==> src/hdl/hdu_pkg.sv <==
`timescale 1ns / 1ps
`default_nettype none

package hdu_pkg;

	// Request kinds
	localparam logic [1:0] KIND_TICK = 2'd0;
	localparam logic [1:0] KIND_SEND = 2'd1;
	localparam logic [1:0] KIND_READ = 2'd2;

	// Configuration register indexes
	localparam logic [1:0] CFG_BIT_TICKS     = 2'd0;
	localparam logic [1:0] CFG_RX_FIRST_WAIT = 2'd1;
	localparam logic [1:0] CFG_TX_FIRST_WAIT = 2'd2;

	localparam logic [7:0] BIT_TICKS_RST     = 8'd54;
	localparam logic [7:0] RX_FIRST_WAIT_RST = 8'd71;
	localparam logic [7:0] TX_FIRST_WAIT_RST = 8'd46;

	// Bit sequencing: eight data bits, then the stop bits up to the last step
	localparam logic [3:0] DATA_BITS    = 4'd8;
	localparam logic [3:0] TX_LAST_STOP = 4'd10;

	typedef enum logic [1:0] {
		MODE_IDLE,
		MODE_RX,
		MODE_TX
	} mode_t;

	typedef struct packed {
		logic       we;
		logic [1:0] index;
		logic [7:0] data;
	} cfg_wr_t;

	typedef struct packed {
		logic       push;
		logic [7:0] data;
	} ring_push_t;

	typedef struct packed {
		logic popped;
		logic has_data;
	} ring_stat_t;

	typedef struct packed {
		logic tx_line;
		logic bus_drive;
		logic busy;
		logic frame_error;
	} ctrl_stat_t;

	typedef struct packed {
		logic       tx_line;
		logic       bus_drive;
		logic [7:0] rx_byte;
		logic       rx_valid;
		logic       has_data;
		logic       busy_res;
		logic       frame_error;
	} res_t;

endpackage

`default_nettype wire

==> src/hdl/hdu_ifs.sv <==
`timescale 1ns / 1ps
`default_nettype none

interface hdu_cfg_if;
	logic       valid;
	logic       ready;
	logic [1:0] index;
	logic [7:0] data;

	modport source (output valid, output index, output data, input ready);
	modport sink (input valid, input index, input data, output ready);
endinterface

interface hdu_req_if;
	logic       valid;
	logic       ready;
	logic [1:0] kind;
	logic       rx_line;
	logic [7:0] tx_byte;

	modport source (output valid, output kind, output rx_line, output tx_byte, input ready);
	modport sink (input valid, input kind, input rx_line, input tx_byte, output ready);
endinterface

interface hdu_res_if;
	logic       valid;
	logic       ready;
	logic       tx_line;
	logic       bus_drive;
	logic [7:0] rx_byte;
	logic       rx_valid;
	logic       has_data;
	logic       busy_res;
	logic       frame_error;

	modport source (
		output valid, output tx_line, output bus_drive, output rx_byte, output rx_valid,
		output has_data, output busy_res, output frame_error, input ready
	);
	modport sink (
		input valid, input tx_line, input bus_drive, input rx_byte, input rx_valid,
		input has_data, input busy_res, input frame_error, output ready
	);
endinterface

`default_nettype wire

==> src/hdl/hdu_ctrl.sv <==
`timescale 1ns / 1ps
`default_nettype none

module hdu_ctrl (
	input  logic               clk,
	input  logic               arst_n,
	input  hdu_pkg::cfg_wr_t   cfg_wr,
	input  logic               go,
	input  logic [1:0]         kind,
	input  logic               rx_line,
	input  logic [7:0]         tx_byte,
	output hdu_pkg::ring_push_t push,
	output hdu_pkg::ctrl_stat_t stat
);
	import hdu_pkg::*;

	logic [7:0] bit_ticks_q;
	logic [7:0] rx_first_wait_q;
	logic [7:0] tx_first_wait_q;

	mode_t      mode_q, mode_d;
	logic [3:0] step_q, step_d;
	logic [7:0] tc_q, tc_d;
	logic [7:0] rx_shift_q, rx_shift_d;
	logic [7:0] tx_shift_q, tx_shift_d;
	logic       err_q, err_d;
	logic       line_q, line_d;
	logic       armed_q, armed_d;

	logic       wait_done;
	logic [7:0] tc_next;
	logic       rx_done;

	always_ff @(posedge clk or negedge arst_n) begin
		if (!arst_n) begin
			bit_ticks_q     <= BIT_TICKS_RST;
			rx_first_wait_q <= RX_FIRST_WAIT_RST;
			tx_first_wait_q <= TX_FIRST_WAIT_RST;
		end else if (cfg_wr.we) begin
			case (cfg_wr.index)
				CFG_BIT_TICKS:     bit_ticks_q     <= cfg_wr.data;
				CFG_RX_FIRST_WAIT: rx_first_wait_q <= cfg_wr.data;
				CFG_TX_FIRST_WAIT: tx_first_wait_q <= cfg_wr.data;
				default: ;
			endcase
		end
	end

	// A wait of zero behaves as one: the next tick ends it.
	assign wait_done = (tc_q <= 8'd1);
	assign tc_next   = wait_done ? bit_ticks_q : tc_q - 8'd1;
	assign rx_done   = go && (kind == KIND_TICK) && (mode_q == MODE_RX) && wait_done
		&& (step_q >= DATA_BITS);

	// Next state
	always_comb begin
		mode_d     = mode_q;
		step_d     = step_q;
		tc_d       = tc_q;
		rx_shift_d = rx_shift_q;
		tx_shift_d = tx_shift_q;
		err_d      = err_q;
		line_d     = line_q;
		armed_d    = armed_q;
		if (go) begin
			case (kind)
				KIND_TICK: begin
					case (mode_q)
						MODE_RX: begin
							tc_d = tc_next;
							if (wait_done) begin
								if (step_q < DATA_BITS) begin
									rx_shift_d = {rx_line, rx_shift_q[7:1]};
									step_d     = step_q + 4'd1;
								end else begin
									if (!rx_line) begin
										err_d = 1'b1;
									end
									armed_d = 1'b1;
									mode_d  = MODE_IDLE;
									step_d  = 4'd0;
								end
							end
						end
						MODE_TX: begin
							tc_d = tc_next;
							if (wait_done) begin
								if (step_q < DATA_BITS) begin
									line_d     = tx_shift_q[0];
									tx_shift_d = {1'b0, tx_shift_q[7:1]};
									step_d     = step_q + 4'd1;
								end else if (step_q < TX_LAST_STOP) begin
									line_d = 1'b1;
									step_d = step_q + 4'd1;
								end else begin
									line_d  = 1'b1;
									mode_d  = MODE_IDLE;
									step_d  = 4'd0;
									armed_d = 1'b1;
								end
							end
						end
						default: begin
							// The receive line is ignored while transmitting.
							if (armed_q && !rx_line) begin
								mode_d     = MODE_RX;
								step_d     = 4'd0;
								tc_d       = rx_first_wait_q;
								rx_shift_d = 8'd0;
								armed_d    = 1'b0;
							end
						end
					endcase
				end
				KIND_SEND: begin
					// A send drops any receive in progress and restarts the frame.
					mode_d     = MODE_TX;
					tx_shift_d = tx_byte;
					line_d     = 1'b0;
					step_d     = 4'd0;
					tc_d       = tx_first_wait_q;
					armed_d    = 1'b0;
				end
				default: ;
			endcase
		end
	end

	// Outputs
	always_comb begin
		push.push        = rx_done;
		push.data        = rx_shift_q;
		stat.tx_line     = line_d;
		stat.bus_drive   = (mode_d == MODE_TX);
		stat.busy        = (mode_d != MODE_IDLE);
		stat.frame_error = err_d;
	end

	always_ff @(posedge clk or negedge arst_n) begin
		if (!arst_n) begin
			mode_q     <= MODE_IDLE;
			step_q     <= 4'd0;
			tc_q       <= 8'd0;
			rx_shift_q <= 8'd0;
			tx_shift_q <= 8'd0;
			err_q      <= 1'b0;
			line_q     <= 1'b1;
			armed_q    <= 1'b1;
		end else begin
			mode_q     <= mode_d;
			step_q     <= step_d;
			tc_q       <= tc_d;
			rx_shift_q <= rx_shift_d;
			tx_shift_q <= tx_shift_d;
			err_q      <= err_d;
			line_q     <= line_d;
			armed_q    <= armed_d;
		end
	end

endmodule

`default_nettype wire

==> src/hdl/hdu_ring.sv <==
`timescale 1ns / 1ps
`default_nettype none

module hdu_ring #(
	parameter int RING_DEPTH = 16
) (
	input  logic                clk,
	input  logic                arst_n,
	input  hdu_pkg::ring_push_t push,
	input  logic                pop_req,
	output hdu_pkg::ring_stat_t stat,
	output logic [7:0]          rd_data
);
	import hdu_pkg::*;

	localparam int PTR_W = $clog2(RING_DEPTH);
	localparam logic [PTR_W-1:0] PTR_LAST = PTR_W'(RING_DEPTH - 1);

	logic [7:0]       mem [RING_DEPTH];
	logic [PTR_W-1:0] wptr_q, wptr_d;
	logic [PTR_W-1:0] rptr_q, rptr_d;
	logic             got_q, got_d;
	logic             nonempty;
	logic             pop;
	logic [7:0]       rd_q;

	// got_q keeps the ring non-empty when a full wrap brings the pointers together.
	assign nonempty = got_q || (rptr_q != wptr_q);
	assign pop      = pop_req && nonempty;

	always_comb begin
		wptr_d = wptr_q;
		rptr_d = rptr_q;
		got_d  = got_q;
		if (push.push) begin
			wptr_d = (wptr_q == PTR_LAST) ? '0 : wptr_q + 1'b1;
			got_d  = 1'b1;
		end else if (pop) begin
			rptr_d = (rptr_q == PTR_LAST) ? '0 : rptr_q + 1'b1;
			got_d  = 1'b0;
		end
	end

	assign stat.popped   = pop;
	assign stat.has_data = got_d || (rptr_d != wptr_d);
	assign rd_data       = rd_q;

	always_ff @(posedge clk or negedge arst_n) begin
		if (!arst_n) begin
			wptr_q <= '0;
			rptr_q <= '0;
			got_q  <= 1'b0;
		end else begin
			wptr_q <= wptr_d;
			rptr_q <= rptr_d;
			got_q  <= got_d;
		end
	end

	always_ff @(posedge clk) begin
		if (push.push) begin
			mem[wptr_q] <= push.data;
		end
	end

	always_ff @(posedge clk) begin
		if (pop) begin
			rd_q <= mem[rptr_q];
		end
	end

endmodule

`default_nettype wire

==> src/hdl/hdu_outbuf.sv <==
`timescale 1ns / 1ps
`default_nettype none

module hdu_outbuf (
	input  logic          clk,
	input  logic          arst_n,
	input  logic          in_valid,
	input  hdu_pkg::res_t in_res,
	input  logic          out_ready,
	output logic          out_valid,
	output hdu_pkg::res_t out_res,
	output logic          room
);
	import hdu_pkg::*;

	res_t       out_q, out_d;
	res_t       skid_q, skid_d;
	logic       out_v_q, out_v_d;
	logic       skid_v_q, skid_v_d;
	logic       take;
	logic [1:0] occ;

	assign take = out_v_q && out_ready;
	assign occ  = {1'b0, out_v_q} + {1'b0, skid_v_q} + {1'b0, in_valid};
	// A new request is taken only if the result it makes next cycle is sure of a slot.
	assign room = (occ < 2'd2) || ((occ == 2'd2) && take);

	always_comb begin
		out_d    = out_q;
		out_v_d  = out_v_q;
		skid_d   = skid_q;
		skid_v_d = skid_v_q;
		if (take || !out_v_q) begin
			if (skid_v_q) begin
				out_d    = skid_q;
				out_v_d  = 1'b1;
				skid_d   = in_res;
				skid_v_d = in_valid;
			end else begin
				out_d    = in_res;
				out_v_d  = in_valid;
				skid_v_d = 1'b0;
			end
		end else if (in_valid) begin
			skid_d   = in_res;
			skid_v_d = 1'b1;
		end
	end

	always_ff @(posedge clk or negedge arst_n) begin
		if (!arst_n) begin
			out_v_q  <= 1'b0;
			skid_v_q <= 1'b0;
		end else begin
			out_v_q  <= out_v_d;
			skid_v_q <= skid_v_d;
		end
	end

	always_ff @(posedge clk) begin
		out_q  <= out_d;
		skid_q <= skid_d;
	end

	assign out_valid = out_v_q;
	assign out_res   = out_q;

endmodule

`default_nettype wire

==> src/hdl/half_duplex_uart.sv <==
// Half-duplex 8N1 UART whose bit timing is counted in timer ticks.
// Requests arrive on req: a tick carries the sampled receive line, a send
// carries a byte to transmit, a read pops the oldest received byte from a
// ring of RING_DEPTH entries. Every request gives exactly one result on res,
// reporting the line level, bus direction, popped byte and the status flags
// as they stand after that request.
// Configuration writes on cfg (bit_ticks, rx_first_wait, tx_first_wait) are
// always taken and must only be issued while no result is outstanding.
// A request can be taken every clock while the output side has room. The
// accepting edge updates the control state, reads the ring and loads the
// stage register; the next edge loads the output register, or the skid
// register while a result waits there, and res offers the result from the
// output register. Throughput is one request per cycle while res.ready takes results.
// The output side has a result register and a skid register, so one more
// request is accepted while a result waits; with both full, req.ready stays
// low until res.ready takes a result.
// After reset the line is idle high, start detection is armed, the ring is
// empty, the frame error flag is clear and the bit timing registers hold
// 54, 71 and 46 ticks. The ring storage itself is not cleared.
`timescale 1ns / 1ps
`default_nettype none

module half_duplex_uart #(
	parameter int RING_DEPTH = 16
) (
	input  logic     clk,
	input  logic     arst_n,
	hdu_cfg_if.sink  cfg,
	hdu_req_if.sink  req,
	hdu_res_if.source res
);
	import hdu_pkg::*;

	typedef struct packed {
		ctrl_stat_t ctrl;
		ring_stat_t ring;
	} s1_t;

	cfg_wr_t    cfg_wr;
	logic       go;
	ring_push_t push;
	ctrl_stat_t ctrl_stat;
	ring_stat_t ring_stat;
	logic [7:0] rd_data;
	logic       valid_s1;
	s1_t        item_s1;
	res_t       s1_res;
	res_t       out_res;
	logic       room;

	assign cfg.ready    = 1'b1;
	assign cfg_wr.we    = cfg.valid && cfg.ready;
	assign cfg_wr.index = cfg.index;
	assign cfg_wr.data  = cfg.data;

	assign req.ready = room;
	assign go        = req.valid && req.ready;

	hdu_ctrl u_ctrl (
		.clk     (clk),
		.arst_n  (arst_n),
		.cfg_wr  (cfg_wr),
		.go      (go),
		.kind    (req.kind),
		.rx_line (req.rx_line),
		.tx_byte (req.tx_byte),
		.push    (push),
		.stat    (ctrl_stat)
	);

	hdu_ring #(
		.RING_DEPTH (RING_DEPTH)
	) u_ring (
		.clk     (clk),
		.arst_n  (arst_n),
		.push    (push),
		.pop_req (go && (req.kind == KIND_READ)),
		.stat    (ring_stat),
		.rd_data (rd_data)
	);

	always_ff @(posedge clk or negedge arst_n) begin
		if (!arst_n) begin
			valid_s1 <= 1'b0;
		end else begin
			valid_s1 <= go;
		end
	end

	always_ff @(posedge clk) begin
		if (go) begin
			item_s1 <= '{ctrl: ctrl_stat, ring: ring_stat};
		end
	end

	// The ring read data lands in the same cycle as the rest of the stage.
	always_comb begin
		s1_res.tx_line     = item_s1.ctrl.tx_line;
		s1_res.bus_drive   = item_s1.ctrl.bus_drive;
		s1_res.rx_byte     = item_s1.ring.popped ? rd_data : 8'd0;
		s1_res.rx_valid    = item_s1.ring.popped;
		s1_res.has_data    = item_s1.ring.has_data;
		s1_res.busy_res    = item_s1.ctrl.busy;
		s1_res.frame_error = item_s1.ctrl.frame_error;
	end

	hdu_outbuf u_outbuf (
		.clk       (clk),
		.arst_n    (arst_n),
		.in_valid  (valid_s1),
		.in_res    (s1_res),
		.out_ready (res.ready),
		.out_valid (res.valid),
		.out_res   (out_res),
		.room      (room)
	);

	assign res.tx_line     = out_res.tx_line;
	assign res.bus_drive   = out_res.bus_drive;
	assign res.rx_byte     = out_res.rx_byte;
	assign res.rx_valid    = out_res.rx_valid;
	assign res.has_data    = out_res.has_data;
	assign res.busy_res    = out_res.busy_res;
	assign res.frame_error = out_res.frame_error;

	a_send_drives_low: assert property (@(posedge clk) disable iff (!arst_n)
		(go && (req.kind == KIND_SEND)) |=>
			(valid_s1 && item_s1.ctrl.bus_drive && !item_s1.ctrl.tx_line))
		else $error("send request did not start a transmit frame");

	a_ready_when_empty: assert property (@(posedge clk) disable iff (!arst_n)
		!res.valid |-> req.ready)
		else $error("request refused with no result waiting");

	a_drive_implies_busy: assert property (@(posedge clk) disable iff (!arst_n)
		(valid_s1 && item_s1.ctrl.bus_drive) |-> item_s1.ctrl.busy)
		else $error("bus driven while not busy");

endmodule

`default_nettype wire
==> src/flat_wrapper.sv <==
// flat-port wrapper written by rule: the top's interface ports become plain ports
module half_duplex_uart_flat import hdu_pkg::*;
#(
	parameter int RING_DEPTH = 16
)
  (clk, arst_n, cfg_valid, cfg_index, cfg_data, cfg_ready, req_valid, req_kind, req_rx_line, req_tx_byte, req_ready, res_valid, res_tx_line, res_bus_drive, res_rx_byte, res_rx_valid, res_has_data, res_busy_res, res_frame_error, res_ready);
  hdu_cfg_if cfg_i ();
  hdu_req_if req_i ();
  hdu_res_if res_i ();
  input  logic clk;
  input  logic arst_n;
  input wire logic [$bits(cfg_i.valid)-1:0] cfg_valid;
  input wire logic [$bits(cfg_i.index)-1:0] cfg_index;
  input wire logic [$bits(cfg_i.data)-1:0] cfg_data;
  output wire logic [$bits(cfg_i.ready)-1:0] cfg_ready;
  input wire logic [$bits(req_i.valid)-1:0] req_valid;
  input wire logic [$bits(req_i.kind)-1:0] req_kind;
  input wire logic [$bits(req_i.rx_line)-1:0] req_rx_line;
  input wire logic [$bits(req_i.tx_byte)-1:0] req_tx_byte;
  output wire logic [$bits(req_i.ready)-1:0] req_ready;
  output wire logic [$bits(res_i.valid)-1:0] res_valid;
  output wire logic [$bits(res_i.tx_line)-1:0] res_tx_line;
  output wire logic [$bits(res_i.bus_drive)-1:0] res_bus_drive;
  output wire logic [$bits(res_i.rx_byte)-1:0] res_rx_byte;
  output wire logic [$bits(res_i.rx_valid)-1:0] res_rx_valid;
  output wire logic [$bits(res_i.has_data)-1:0] res_has_data;
  output wire logic [$bits(res_i.busy_res)-1:0] res_busy_res;
  output wire logic [$bits(res_i.frame_error)-1:0] res_frame_error;
  input wire logic [$bits(res_i.ready)-1:0] res_ready;
  assign cfg_i.valid = cfg_valid;
  assign cfg_i.index = cfg_index;
  assign cfg_i.data = cfg_data;
  assign cfg_ready = cfg_i.ready;
  assign req_i.valid = req_valid;
  assign req_i.kind = req_kind;
  assign req_i.rx_line = req_rx_line;
  assign req_i.tx_byte = req_tx_byte;
  assign req_ready = req_i.ready;
  assign res_valid = res_i.valid;
  assign res_tx_line = res_i.tx_line;
  assign res_bus_drive = res_i.bus_drive;
  assign res_rx_byte = res_i.rx_byte;
  assign res_rx_valid = res_i.rx_valid;
  assign res_has_data = res_i.has_data;
  assign res_busy_res = res_i.busy_res;
  assign res_frame_error = res_i.frame_error;
  assign res_i.ready = res_ready;
  half_duplex_uart #(.RING_DEPTH(RING_DEPTH)) u_core (.clk(clk), .arst_n(arst_n), .cfg(cfg_i), .req(req_i), .res(res_i));
endmodule
==> config.mk <==
export PLATFORM = sky130hd
export DESIGN_NAME = half_duplex_uart_flat
export DESIGN_NICKNAME = d
export VERILOG_FILES = /design/src/hdl/hdu_pkg.sv /design/src/hdl/hdu_ifs.sv /design/src/hdl/hdu_ctrl.sv /design/src/hdl/hdu_ring.sv /design/src/hdl/hdu_outbuf.sv /design/src/hdl/half_duplex_uart.sv /design/src/flat_wrapper.sv
export SDC_FILE = /design/constraint.sdc
export NUM_CORES = 1
export LEC_CHECK = 0
export BUFFER_PORTS_ARGS = -buffer_cell sky130_fd_sc_hd__buf_2
export CAP_MARGIN = 20
export CORE_ASPECT_RATIO = 0.8
export CORE_MARGIN = 4
export CORE_UTILIZATION = 39
export DETAILED_ROUTE_END_ITERATION = 12
export GPL_ROUTABILITY_DRIVEN = 0
export GPL_TIMING_DRIVEN = 0
export HOLD_SLACK_MARGIN = 0.08
export SETUP_SLACK_MARGIN = 0.02
export SYNTH_ARGS = -nofsm -noshare
export SYNTH_HDL_FRONTEND = slang
export SYNTH_SLANG_ARGS = --single-unit
==> constraint.sdc <==
create_clock -name clk -period 3.3 [get_ports clk]
set_input_delay 0.495 -clock clk [delete_from_list [all_inputs] [get_ports clk]]
set_output_delay 0.495 -clock clk [all_outputs]
set_load 0.05 [all_outputs]
==> results.sh <==
export IMPL_leakage_nw=4.229
export IMPL_slew_viol_final=0
export IMPL_grt_pass1_vias=5697
export IMPL_yosysSeqAreaShare=0.6745
export IMPL_async_flop_share=0.2887
export IMPL_synth_fa_ha_area_frac=0.01774
export IMPL_clkLatencyLatePin_ns=0.53
export IMPL_cp_slowest_cell="a2111o_1"
export IMPL_drt_pass1_iter_count=5
export IMPL_setup_ws_ns=0.01720
export IMPL_ctsLongestPathBuffers=3
export IMPL_multi_input_area_mm2=0.003113
export IMPL_n_fill_cell=2185
export IMPL_cts_buffers=24
export IMPL_synth_top_family_by_area="multiplexers"
export IMPL_synth_edf_count=170
export IMPL_areaGrowthSynthToFinish_pct=14.65
export IMPL_ys_types=64
export IMPL_rows=52
export IMPL_final_setup_viol_count=0
export IMPL_antenna_left=0
export IMPL_max_freq_mhz=304.6
export IMPL_reg2reg_depth=7
export IMPL_clock_skew_ns=0.02380
export IMPL_grt_start_max_net_pins=70
export IMPL_die_height_um=152.3
export IMPL_drt_iter0_markers=485
export IMPL_ir_drop_uv=432.2
export IMPL_netlist_area_mm2=0.01015
export IMPL_clock_sinks=239
export IMPL_ys_seq_elements=239
export IMPL_netlist_instances=643
export IMPL_cp_start_kind="flop"
export IMPL_ff_latch_area_mm2=0.006849
export IMPL_root_buffer="clkbuf_16"
export IMPL_vias_per_cell=5.208
export IMPL_fin_nets=754
export IMPL_fin_crit_ns=3.283
export IMPL_postPlaceCellArea_mm2=0.01084
export IMPL_synth_xor_area_frac=0.01331
export IMPL_avgSynthCellArea_um2=15.79
export IMPL_rsz0062_at_grt="true"
export IMPL_htreeDepth=1
export IMPL_drive_gt1_frac=0.2947
export IMPL_slowest_delay_ns=0.49
export IMPL_cp_max_fo=6
export IMPL_cellPowerDensity_mw_per_mm2=792.7
export IMPL_initial_utilization=0.3992
export IMPL_ys_top_cells_by_area="edfxtp_1 50%, dfrtp_1 14%, mux4_2 8.9%, mux2_2 4.9%, dfstp_2 3.6%"
export IMPL_antenna_found_initial=0
export IMPL_yosysTopAreaCell="edfxtp_1"
export IMPL_criticalPathCategory="flop to flop"
export IMPL_rrSetupSlack_ns=0.02
export IMPL_ioPinCount=43
export IMPL_critPathCaptureType="flop"
export IMPL_required_ns=3.54
export IMPL_stdcell_area_mm2=0.01164
export IMPL_synthMuxAreaShare=0.1375
export IMPL_cts_tree="yes"
export IMPL_design_die_area_mm2=0.02870
export IMPL_drc=0
export IMPL_hp_class="input port to async pin"
export IMPL_insertedDiodeCount=0
export IMPL_period_share=0.9948
export IMPL_path_cells="fa_1 -> nand3b_4 -> a2111o_1 -> nor2_1 -> nand2_1 -> nor3_1 -> buf_4"
export IMPL_port_buffers=41
export IMPL_hpwlAfterDp_um=14110
export IMPL_routed_wl_um=20230
export IMPL_finalNonFillerCells=1084
export IMPL_worstReg2RegStart="u_core.u_outbuf.out_valid$_DFFE_PN0N_"
export IMPL_arrival_ns=3.52
export IMPL_ys_flop_type="edfxtp_1"
export IMPL_path_clk_slew_ns=0.06
export IMPL_hold_viol=0
export IMPL_synth_compound_area_frac=0.05816
export IMPL_worst_pin_slew_ns=0.8904
export IMPL_yosys_area_share_simple=0.07676
export IMPL_die_w_um=188.4
export IMPL_dp_slack_ns=0.03386
export IMPL_vias=5646
export IMPL_status="finished, final reports clean"
export IMPL_grt_use_total=0.1413
export IMPL_r2r_end="u_core.u_ring.mem[1][0]$_DFFE_PP_"
export IMPL_final_util=0.4577
export IMPL_synth_top_cell_area_share=0.5027
export IMPL_coreArea_mm2=0.02544
export IMPL_synth_warnings=0
export IMPL_max_cap_viol_count=0
export IMPL_placed_cells=1040
export IMPL_grt_overflow=0
export IMPL_wl_per_cell_um=18.66
export IMPL_grt_pass1_wl_um=32570
export IMPL_syn_nets=682
export IMPL_slew_headroom=0.4064
==> final cells by class <==
cell class,instances,area share
repair buffers,46,0.02106
clock buffers,36,0.06008
inverters,17,0.005481
multi-input cells,358,0.2674
plain buffers,29,0.01343
clock inverters,8,0.006556
well taps,351,0.03772
flip-flops and latches,239,0.5883
==> routing by layer <==
metal,global-route usage,vias up,share of wire
met5,0,-,0
met4,0.03815,0,0.024
met3,0.02519,31,0.055
met2,0.2110,140,0.45
met1,0.2151,2876,0.47
li1,-,2599,-
==> through the flow <==
step                power, mW  hold slack, ns  setup TNS [ns]
floorplan               5.997          0.1994               0
global placement        6.593          0.4297          -9.608
detailed placement      6.656          0.4395               0
CTS                     9.317          0.1090               0
global route            9.732          0.1528          -4.586
finish                  9.229         0.07125               0
==> sequential cells by signal, indices dropped and copies added (netlist names) <==
| name | cells |
|---|---|
| u_core.u_outbuf.out_valid | 1 |
| u_core.u_ctrl.step_q | 4 |
| u_core.u_outbuf.skid_v_q | 1 |
| u_core.valid_s1 | 1 |
| u_core.u_ring.wptr_q | 4 |
| u_core.u_outbuf.out_res | 14 |
| u_core.u_ctrl.mode_q | 2 |
| u_core.u_ctrl.tc_q | 8 |
| u_core.u_outbuf.skid_q | 14 |
| u_core.u_ctrl.line_q | 1 |
| u_core.u_ring.rptr_q | 4 |
| u_core.item_s1 | 6 |
| u_core.u_ring.got_q | 1 |
| u_core.u_ctrl.rx_first_wait_q | 8 |
| u_core.u_ctrl.armed_q | 1 |
| u_core.u_ring.mem | 128 |
| u_core.u_ctrl.bit_ticks_q | 8 |
| u_core.u_ring.rd_data | 8 |
| u_core.u_ctrl.rx_shift_q | 8 |
| u_core.u_ctrl.err_q | 1 |
| u_core.u_ctrl.tx_first_wait_q | 8 |
| u_core.u_ctrl.tx_shift_q | 8 |
==> synthesized netlist by cell type (3+ instances only) <==
cell	number
edfxtp_1	170
nand2_1	58
dfrtp_1	55
mux2_2	44
nor2_1	43
mux4_2	40
o21ai_0	24
inv_1	17
clkbuf_1	14
dfstp_2	14
a31oi_1	12
ha_1	12
a21oi_1	11
and2_1	11
nor3_1	10
a211oi_1	8
and3_1	7
xor2_1	7
buf_2	6
nor2b_1	5
o31ai_1	5
nand2b_1	4
nand3_1	4
xnor2_1	4
a2111o_1	3
buf_4	3
buf_6	3
nor3b_1	3
or2_2	3
==> worst max-delay path by stage <==
stage                                                      from                            endpoint  slack [ns]  depth (start not counted)
after floorplan           u_core.u_outbuf.out_valid$_DFFE_PN0N_   u_core.u_ring.mem[0][0]$_DFFE_PP_        0.09                          6
after global placement    u_core.u_outbuf.out_valid$_DFFE_PN0N_   u_core.u_ring.mem[0][2]$_DFFE_PP_       -0.34                          6
after detailed placement  u_core.u_outbuf.out_valid$_DFFE_PN0N_  u_core.u_ring.mem[14][4]$_DFFE_PP_        0.03                          6
after CTS                 u_core.u_outbuf.out_valid$_DFFE_PN0N_  u_core.u_ring.mem[13][2]$_DFFE_PP_        0.02                          6
after global routing      u_core.u_outbuf.out_valid$_DFFE_PN0N_   u_core.u_ring.mem[0][7]$_DFFE_PP_       -0.11                          7
final                     u_core.u_outbuf.out_valid$_DFFE_PN0N_   u_core.u_ring.mem[1][0]$_DFFE_PP_        0.02                          7
==> where the power goes <==
part | switching [mW] | leakage (nW) | internal [mW]
clock | 1.10 | 0.388 | 1.55
sequential | 0.250 | 2.44 | 3.73
combinational | 1.53 | 1.40 | 1.07
total | 2.88 | 4.23 | 6.35
==> critical path, delay by kind of cell (launching register included) <==
| family | cells | cell delay, ns |
|---|---|---|
| simple gates | 4 | 1.31 |
| flops | 1 | 0.44 |
| fa+ha+maj | 1 | 0.48 |
| buf+inv | 1 | 0.27 |
| compound gates | 1 | 0.49 |
==> cell usage in the layout (no fill, tap or decap), drive strengths merged, types with 4 or more instances in the layout <==
master,netlist,routed
o31ai,5,5
mux2,44,44
dfrtp,55,55
mux4,40,40
a21oi,11,11
and2,11,11
buf,13,59
clkbuf,15,51
clkinv,0,7
xor2,7,7
nand3,5,5
inv,17,17
nor2,43,43
ha,12,12
nor2b,5,5
o21ai,26,26
and3,7,7
nand2,58,58
a31oi,12,12
xnor2,5,5
edfxtp,170,170
a211oi,8,8
nor3,10,10
nand2b,4,4
dfstp,14,14
==> cells by family (layout without fill, tap and decap cells) <==
group | Yosys count | count (layout)
buffers and inverters | 46 | 136
AO/OA/AOI/OAI | 86 | 86
other | 1 | 1
multiplexers | 84 | 84
flip-flops | 239 | 239
AND/OR/NAND/NOR | 160 | 160
adder cells (fa/ha/maj) | 14 | 14
XOR/XNOR | 13 | 13
==> what timing repair did <==
action                     in CTS  in global routing
gates resized for setup         1                  6
setup buffers                   0                  0
setup endpoints to repair       8                 95
hold buffers                    0                  0
cloned                          0                  0
Note: power is estimated with default switching activity, not from simulation.
